===== src/hw/rtl/rgbab_ram.sv =====
// Generic single-port RAM with registered read data.
// No dependencies.
module rgbab_ram #(
  parameter int unsigned WIDTH = 16,
  parameter int unsigned DEPTH = 256,
  parameter int unsigned AW    = (DEPTH > 1) ? $clog2(DEPTH) : 1
) (
  input  logic             clk_i,
  input  logic             en_i,
  input  logic             we_i,
  input  logic [AW-1:0]    addr_i,
  input  logic [WIDTH-1:0] wdata_i,
  output logic [WIDTH-1:0] rdata_o
);

  logic [WIDTH-1:0] mem_q [DEPTH];
  logic [WIDTH-1:0] rdata_q;

  always_ff @(posedge clk_i) begin
    if (en_i) begin
      if (we_i) begin
        mem_q[addr_i] <= wdata_i;
      end else begin
        rdata_q <= mem_q[addr_i];
      end
    end
  end

  assign rdata_o = rdata_q;

endmodule


===== config.mk =====
export PLATFORM = sky130hd
export DESIGN_NAME = rgbab_ram
export DESIGN_NICKNAME = d
export VERILOG_FILES = /design/src/hw/rtl/rgbab_ram.sv
export SDC_FILE = /design/constraint.sdc
export NUM_CORES = 2
export LEC_CHECK = 0
export BUFFER_PORTS_ARGS = -buffer_cell sky130_fd_sc_hd__buf_2
export CORE_MARGIN = 10
export CORE_UTILIZATION = 30
export CTS_CLUSTER_SIZE = 10
export DETAILED_ROUTE_END_ITERATION = 7
export PLACE_DENSITY_LB_ADDON = 0.12
export SYNTH_ARGS = -nofsm -noshare
export SYNTH_HDL_FRONTEND = slang
export SYNTH_SLANG_ARGS = --single-unit

===== constraint.sdc =====
create_clock -name clk_i -period 9.1 [get_ports clk_i]
set_input_delay 1.365 -clock clk_i [delete_from_list [all_inputs] [get_ports clk_i]]
set_output_delay 1.365 -clock clk_i [all_outputs]
set_load 0.01 [all_outputs]

==> impl_metrics.env <==
export IMPL_status="finished, violations left"
export IMPL_violations="capacitance limit"
export IMPL_crit_required_ns=9.79
export IMPL_cpMostUsedCell="buf_4"
export IMPL_final_area_sq_um=179900
export IMPL_syn_area_per_cell_sq_um=23.15
export IMPL_min_to="mem_q[230][10]$_DFFE_PP_"
export IMPL_ys_warn_count=0
export IMPL_cp_buffers_inverters=4
export IMPL_cts_path_max_buffers=4
export IMPL_crit_chain="buf_8, buf_4, buf_12, buf_4, mux4_2, a22oi_1, a21oi_1, o41ai_2, nand4_1"
export IMPL_post_place_cells=13690
export IMPL_place_area_sq_um=167000
export IMPL_die_area_sq_um=546600
export IMPL_drive_above_1_share_pct=29.14
export IMPL_drc=0
export IMPL_rsz0062_at_grt="false"
export IMPL_critPathSlowestCell="o41ai_2"
export IMPL_startpoint_type="primary input"
export IMPL_fmax_mhz=185.4
export IMPL_nets=7268
export IMPL_antenna_found_initial=44
export IMPL_cts_setup_buffers=0
export IMPL_synth_area_sq_um=155200
export IMPL_portBuffers=42
export IMPL_critPathTopFamily="buffers and inverters"
export IMPL_wl_mm=481.2
export IMPL_min_from="wdata_i[10]"
export IMPL_setup_tns_ns=0
export IMPL_hpwl_mm=279.2
export IMPL_yosys_area_top_type="edfxtp_1"
export IMPL_hold_violations=0
export IMPL_grt_pass1_vias=76770
export IMPL_seq_area_frac_synth_pct=79.54
export IMPL_area_growth_pct=15.89
export IMPL_whs_path_depth=1
export IMPL_fillCellCount=47670
export IMPL_slowest_delay_ns=1.19
export IMPL_leakagePower_nw=54.13
export IMPL_viasPerCell=5.152
export IMPL_cts_tree="done"
export IMPL_synth_seq_cells=4112
export IMPL_final_min_clock_period_ns=5.395
export IMPL_vias=73840
export IMPL_clock_sinks=4112
export IMPL_gp_routability_congestion=0.7472
export IMPL_die_y_microns=739.3
export IMPL_r2r_start="mem_q[75][9]$_DFFE_PP_"
export IMPL_setup_violations=0
export IMPL_num_rows=264
export IMPL_postRouteAntennaNets=0
export IMPL_drv_slew=0
export IMPL_grt_use_total_pct=17.12
export IMPL_power_w=0.03937
export IMPL_dr_pass1_iters=7
export IMPL_pre_cts_ws_ns=2.540
export IMPL_reg2reg_depth=5
export IMPL_fp_dieW_microns=739.3
export IMPL_ys_top_cells_by_area="edfxtp_1 (80%), mux4_2 (15%), a22oi_1 (2.5%)"
export IMPL_synth_cells=6705
export IMPL_ir_drop_mv=0.1788
export IMPL_synth_cell_types=20
export IMPL_cts_inserted_buffers=467
export IMPL_synth_nets=6732
export IMPL_fin_skew_ns=0.05361
export IMPL_grt_ovfl_total=0
export IMPL_root_buffer="clkbuf_16"
export IMPL_core_sq_um=516300
export IMPL_power_density_nw_per_um2=218.8
export IMPL_path_clk_slew_ns=0.06
export IMPL_cts_max_level=5
export IMPL_r2r_end="rdata_o[9]$_DFFE_PP_"
export IMPL_reg2reg_slack_ns=5.69
export IMPL_clock_latency_ns=1.00
export IMPL_grt_max_degree=145
export IMPL_arrival_ns=6.09
export IMPL_start_util_pct=30.07
export IMPL_cts_hold_buf=0
export IMPL_drt_iter0_drc=7588
export IMPL_maxCapViolCount=1
export IMPL_post_cts_resized=0
export IMPL_cp_end_kind="register"
export IMPL_worst_pin_slew_ns=1.449
export IMPL_fin_ws_ns=3.705
export IMPL_synth_top_area_share_pct=79.54
export IMPL_cp_max_fo=103
export IMPL_period_share_pct=59.29
export IMPL_grt_pass1_wl_mm=662.7
export IMPL_max_slew_margin_rel_pct=2.338
export IMPL_crit_type="primary input to register"
export IMPL_hold_path_class="primary input to register"
export IMPL_avgRoutedWirePerCell_microns=33.58
export IMPL_instances_no_fill=14330
export IMPL_io_pins=43
registers in the layout (all words and copies together), names as in the netlist:
name / cells
mem_q: 4096
rdata_o: 16
through the flow:
stage	hold WS, ns	utilization (%)
after floorplan	0.8956	-
after global placement	1.205	32.28
after detailed placement	1.205	32.35
after CTS	0.7010	34.84
after global routing	0.7414	34.84
final	0.7757	34.85
cells by family after synthesis:
family / share of synthesized area, %
flops: 79.54
buf+inv: 1.096
simple gates: 0.8431
compound gates: 3.662
mux: 14.86
cells in the final DEF (no fill, tap or decap), drive strengths merged:
cell | synthesis | layout
and4 | 1 | 1
nand4 | 16 | 16
nor3b | 2 | 2
mux4 | 1024 | 1024
o41ai | 64 | 64
bufinv | 0 | 1
diode | 0 | 13
nor3 | 1 | 1
and2 | 2 | 2
or2 | 1 | 1
edfxtp | 4112 | 4112
nor2 | 259 | 259
nand2b | 2 | 2
buf | 144 | 479
a21oi | 256 | 256
nor2b | 7 | 7
a22oi | 512 | 512
nand3 | 4 | 4
nand2 | 30 | 30
clkbuf | 268 | 575
inv | 0 | 8
clkinv | 0 | 47
routing by layer:
metal	GRT usage, %	wire length (microns)	share of wire (%)	up-vias
met1	24.47	213900	44	41280
met3	2.621	26880	5.6	551
met2	27.79	230000	48	2109
met5	0	23	0.0048	-
met4	3.589	10410	2.2	4
li1	-	-	-	29890
worst register-to-register path, delay by kind of cell, from the launching register on:
kind	cells	cell delay (ns)
AOI/OAI and AO/OA	3	2.15
DFF	1	0.35
muxes	1	0.46
and+or+nand+nor	1	0.18
power breakdown:
part | switching (W) | internal, W | total [W]
Sequential | 0.0000145 | 0.0209 | 0.0209
Clock | 0.00731 | 0.00934 | 0.0167
Combinational | 0.00124 | 0.000580 | 0.00182
cell type report:
type	instances	area (sq um)	share of cell area, %
timing repair buffer	479	4048	2.250
clock inverter	56	571.8	0.3178
sequential	4112	123500	68.64
antenna	13	32.53	0.01808
multi-input combinational	2181	30860	17.15
clock buffer	575	12260	6.816
tap	6916	8653	4.810
cells in the mapped netlist (all sizes together):
cell type,count
a21oi,256
or2,1
mux4,1024
nand2b,2
a22oi,512
edfxtp,4112
nand4,16
nor2b,7
clkbuf,268
nor3,1
nor3b,2
nand2,30
and4,1
buf,144
nor2,259
o41ai,64
nand3,4
and2,2
worst max path at each step:
stage                         start                       to  cells past startpoint
after CTS                 addr_i[1]    rdata_o[12]$_DFFE_PP_                      9
after detailed placement  addr_i[1]    rdata_o[12]$_DFFE_PP_                      9
after floorplan           addr_i[1]  mem_q[114][0]$_DFFE_PP_                      7
final                     addr_i[1]    rdata_o[12]$_DFFE_PP_                      9
after global placement    addr_i[0]     rdata_o[1]$_DFFE_PP_                      8
after global routing      addr_i[1]    rdata_o[12]$_DFFE_PP_                      9
Note: power is estimated with default switching activity, not from simulation.
