## src/hw/rtl/rgbab_pkg.sv

```systemverilog
// Shared types, constants and pixel math for the RGB565 blend-dot block.
// No dependencies.
package rgbab_pkg;

  // parameter defaults
  localparam int unsigned MAX_WIDTH_DEF   = 512;
  localparam int unsigned MAX_HEIGHT_DEF  = 256;
  localparam int unsigned ALPHA_FLOOR_DEF = 16;

  // field widths
  localparam int unsigned PIX_W  = 16;
  localparam int unsigned ADDR_W = 17;
  localparam int unsigned FW_W   = 10;
  localparam int unsigned FH_W   = 9;
  localparam int unsigned CFG_IDX_W  = 2;
  localparam int unsigned CFG_DATA_W = 16;

  // register reset values
  localparam logic [FW_W-1:0]  FRAME_WIDTH_RST  = 10'd512;
  localparam logic [FH_W-1:0]  FRAME_HEIGHT_RST = 9'd256;
  localparam logic [PIX_W-1:0] BRUSH_RST        = 16'h0000;

  // register indexes
  localparam logic [CFG_IDX_W-1:0] CFG_FRAME_WIDTH  = 2'd0;
  localparam logic [CFG_IDX_W-1:0] CFG_FRAME_HEIGHT = 2'd1;
  localparam logic [CFG_IDX_W-1:0] CFG_BRUSH_CODE   = 2'd2;

  typedef enum logic {
    OP_BLEND = 1'b0,
    OP_STORE = 1'b1
  } op_e;

  typedef struct packed {
    op_e                opcode;
    logic signed [15:0] pos_x;
    logic signed [15:0] pos_y;
    logic [7:0]         alpha;
    logic [PIX_W-1:0]   raw_pixel;
  } cmd_t;

  typedef struct packed {
    logic              written;
    logic [ADDR_W-1:0] pixel_address;
    logic [PIX_W-1:0]  pixel_value;
  } res_t;

  function automatic logic [PIX_W-1:0] swap16(input logic [PIX_W-1:0] v);
    return {v[7:0], v[15:8]};
  endfunction

  // dst + floor((src - dst) * alpha / 256), modulo 256
  function automatic logic [7:0] mix(input logic [7:0] dst, input logic [7:0] src,
                                     input logic [7:0] alpha);
    logic signed [8:0]  diff;
    logic signed [17:0] prod;
    diff = $signed({1'b0, src}) - $signed({1'b0, dst});
    prod = diff * $signed({1'b0, alpha});
    return dst + prod[15:8];
  endfunction

endpackage

```

## src/hw/rtl/rgbab_blend.sv

```systemverilog
// Blend datapath: unpacks a swapped RGB565 word, mixes toward the brush, repacks.
// Depends on rgbab_pkg.
module rgbab_blend (
  input  logic [rgbab_pkg::PIX_W-1:0] pixel_be_i,
  input  logic [rgbab_pkg::PIX_W-1:0] brush_be_i,
  input  logic [7:0]                  alpha_i,
  output logic [rgbab_pkg::PIX_W-1:0] pixel_be_o
);

  logic [rgbab_pkg::PIX_W-1:0] pix, br;
  logic [7:0] dst_r, dst_g, dst_b, src_r, src_g, src_b;
  logic [7:0] mix_r, mix_g, mix_b;

  always_comb begin
    pix = rgbab_pkg::swap16(pixel_be_i);
    br  = rgbab_pkg::swap16(brush_be_i);
    // stored channels get ones in the low bits
    dst_r = {pix[15:11], 3'b111};
    dst_g = {pix[10:5],  2'b11};
    dst_b = {pix[4:0],   3'b111};
    // brush blue keeps zero low bits
    src_r = {br[15:11], 3'b111};
    src_g = {br[10:5],  2'b11};
    src_b = {br[4:0],   3'b000};
    mix_r = rgbab_pkg::mix(dst_r, src_r, alpha_i);
    mix_g = rgbab_pkg::mix(dst_g, src_g, alpha_i);
    mix_b = rgbab_pkg::mix(dst_b, src_b, alpha_i);
    pixel_be_o = rgbab_pkg::swap16({mix_r[7:3], mix_g[7:2], mix_b[7:3]});
  end

endmodule

```

## config.mk

```make
export PLATFORM = sky130hd
export DESIGN_NAME = rgbab_blend
export DESIGN_NICKNAME = d
export VERILOG_FILES = /design/src/hw/rtl/rgbab_pkg.sv /design/src/hw/rtl/rgbab_blend.sv
export SDC_FILE = /design/constraint.sdc
export NUM_CORES = 1
export LEC_CHECK = 0
export ABC_CLOCK_PERIOD_IN_PS = 17200
export BUFFER_PORTS_ARGS = -buffer_cell sky130_fd_sc_hd__buf_4
export CELL_PAD_IN_SITES_DETAIL_PLACEMENT = 1
export CELL_PAD_IN_SITES_GLOBAL_PLACEMENT = 1
export CORE_MARGIN = 3
export CORE_UTILIZATION = 50
export DETAILED_ROUTE_END_ITERATION = 6
export GPL_TIMING_DRIVEN = 0
export MAX_ROUTING_LAYER = met4
export PLACE_DENSITY_LB_ADDON = 0.1
export SLEW_MARGIN = 20
export SYNTH_ARGS = -nofsm -noshare
export SYNTH_HDL_FRONTEND = slang
export SYNTH_SLANG_ARGS = --single-unit
```

## constraint.sdc

```tcl
create_clock -name vclk -period 17.2
set_input_delay 1.72 -clock vclk [all_inputs]
set_output_delay 1.72 -clock vclk [all_outputs]
set_load 0.03 [all_outputs]
```

==> results.ini <==
[run_status]
status = finished, final reports clean

[global_route]
antenna_found_initial = 0
grt_max_degree = 11
grt_first_pass_wirelength_mm = 27.40
gr-total-overflow = 0
first_global_vias = 6024
grt_usage = 0.2322

[layout]
layout_commonest_cell = inv_1
diodes = 0
layout_common_cells = inv_1, fa_1, ha_1, nand2_1, buf_4
regArea_um2 = 0
layout.nets = 1114
syn_to_final_growth_pct = 9.120
drive_above_1_share = 0.09059
seq_cell_count = 0
nClkBuffers = 0

[min_path]
hold_class = primary input to output pin

[sta]
tightest_slew_ps = 957.9
tns_ps = 0
finalSetupViolations = 0
final_hold_viol_count = 0
slew_viol_final = 0
relSlewSlack = 0.3568
fmax_mhz = 94.91
rsz0062_at_grt = false
finalCritPeriodShare = 0.6125
min_period_ps = 10540

[synth]
synth_warnings = 0
syn_area_mm2 = 0.006723
synthCells = 797
avgSynthCellArea_um2 = 8.435
seq_area_frac_synth = 0
synth_area_leader_cell = fa_1
synth_top_area_frac = 0.3603
synthTopCellsByArea = fa_1, ha_1, inv_1, xnor2_1, nand2_1
synth.distinct_cells = 52
syn_nets = 1059

[clock_tree]
post_cts_buffers = 0
cts-resized-gates = 0
cts.hold.buffers_added = 0

[floorplan]
ios = 56
rows = 41
core-area_mm2 = 0.01288
die_x_um = 122.0
start_util = 0.5221
dieArea_mm2 = 0.01487
die_h_um = 122.0

[setup_path]
worst-path-max-fanout = 7
cp.required_ps = 15480
cp.arrival_ps = 8820
critPathCaptureType = output pin
path_class = primary input to output pin
cp-start-kind = primary input

[detailed_routing]
drt-total-wl_mm = 15.55
postRouteAntennaNets = 0
wl_per_cell_um = 15.22
viasPerCell = 5.104
num_vias = 5216
first_pass_iters = 4
initialDrtViolationCount = 137
route.detailed.drc = 0

[job]
drv_cap = 0

[placement]
gp_congestion = 0.8251
hpwl_mm = 13.92
io_buffers = 53

[Yosys cell counts (2+ instances only)]
library cell and n:
o21a_1 3, clkbuf_1 12, or3_1 2, and2_1 40
nor2b_1 16, fa_1 121, inv_1 234, a211oi_1 3
nand4_1 2, nand2_1 90, o21bai_1 5, nand3_1 4
nor2_1 11, nor3_1 3, o21ai_1 2, xor2_1 17
a21boi_1 2, xnor2_1 50, nand2b_1 9, a21oi_2 2
a21o_1 11, o31ai_4 2, a21oi_1 25, o21ai_2 2
and3_1 2, ha_1 101
[critical path, stage by stage]
cell and delay (ps):
buf_4 110, inv_1 40, ha_1 150, inv_2 40, fa_1 390, a21o_1 200, a21oi_1 230, o21bai_1 140
a21oi_1 490, nand2_1 260, fa_1 490, inv_1 310, fa_1 490, fa_1 510, inv_1 80, fa_1 560
inv_1 50, ha_1 340, and3_1 170, a211oi_1 420, o21bai_1 160, xor2_1 170, ha_1 330, and3_1 190
a211oi_2 270, xnor2_1 170, xnor2_1 140, buf_4 180
[layout make-up]
type                       count  area, µm²
buffer                        15      65.06
multi-input combinational    547       5776
fill                        1603       5540
tap                          172      215.2
inverter                     235      882.1
timing repair buffer          53      397.9
[per-layer routing]
metal,GRT usage,up-vias,routed length [µm]
li1,-,2465,-
met1,0.2755,2673,6419
met2,0.4513,62,8665
met3,0.004643,16,288
met4,0.02941,0,180
met5,-,-,0
[metrics by stage]
| step | std cells | setup WS (ps) | utilization | area, µm² | hold slack, ps |
|---|---|---|---|---|---|
| 3_3_place_gp | 1022 | 6824 | 0.5697 | 7336 | 3911 |
| 2_1_floorplan | 797 | 7471 | - | 6723 | 3785 |
| 5_1_grt | 1022 | 6255 | 0.5697 | 7336 | 3953 |
| 3_5_place_dp | 1022 | 6652 | 0.5697 | 7336 | 3926 |
| 4_1_cts | 1022 | 6615 | 0.5697 | 7336 | 3931 |
| 6_report | 1022 | 6664 | 0.5697 | 7336 | 3922 |
[path summary, 6_finish.rpt]
kind | endpoint | slack [ps] | cells after the start | start
worst max-delay path | pixel_be_o[2] | 6660 | 28 | brush_be_i[13]
worst min-delay path | pixel_be_o[13] | 3920 | 4 | pixel_be_i[13]
[cells by family (layout without fill, tap and decap cells)]
family                   Yosys count  after routing  synth area share
buffers and inverters            250            303            0.1409
adder cells (fa/ha/maj)          222            222            0.5483
AND/OR/NAND/NOR                  187            187            0.1394
AO/OA/AOI/OAI                     69             69           0.07966
XOR/XNOR                          68             68           0.08971
multiplexers                       1              1          0.002047
Power is not shown: default switching activity piles up to over one toggle a cycle in this logic, so the estimate is an artifact.
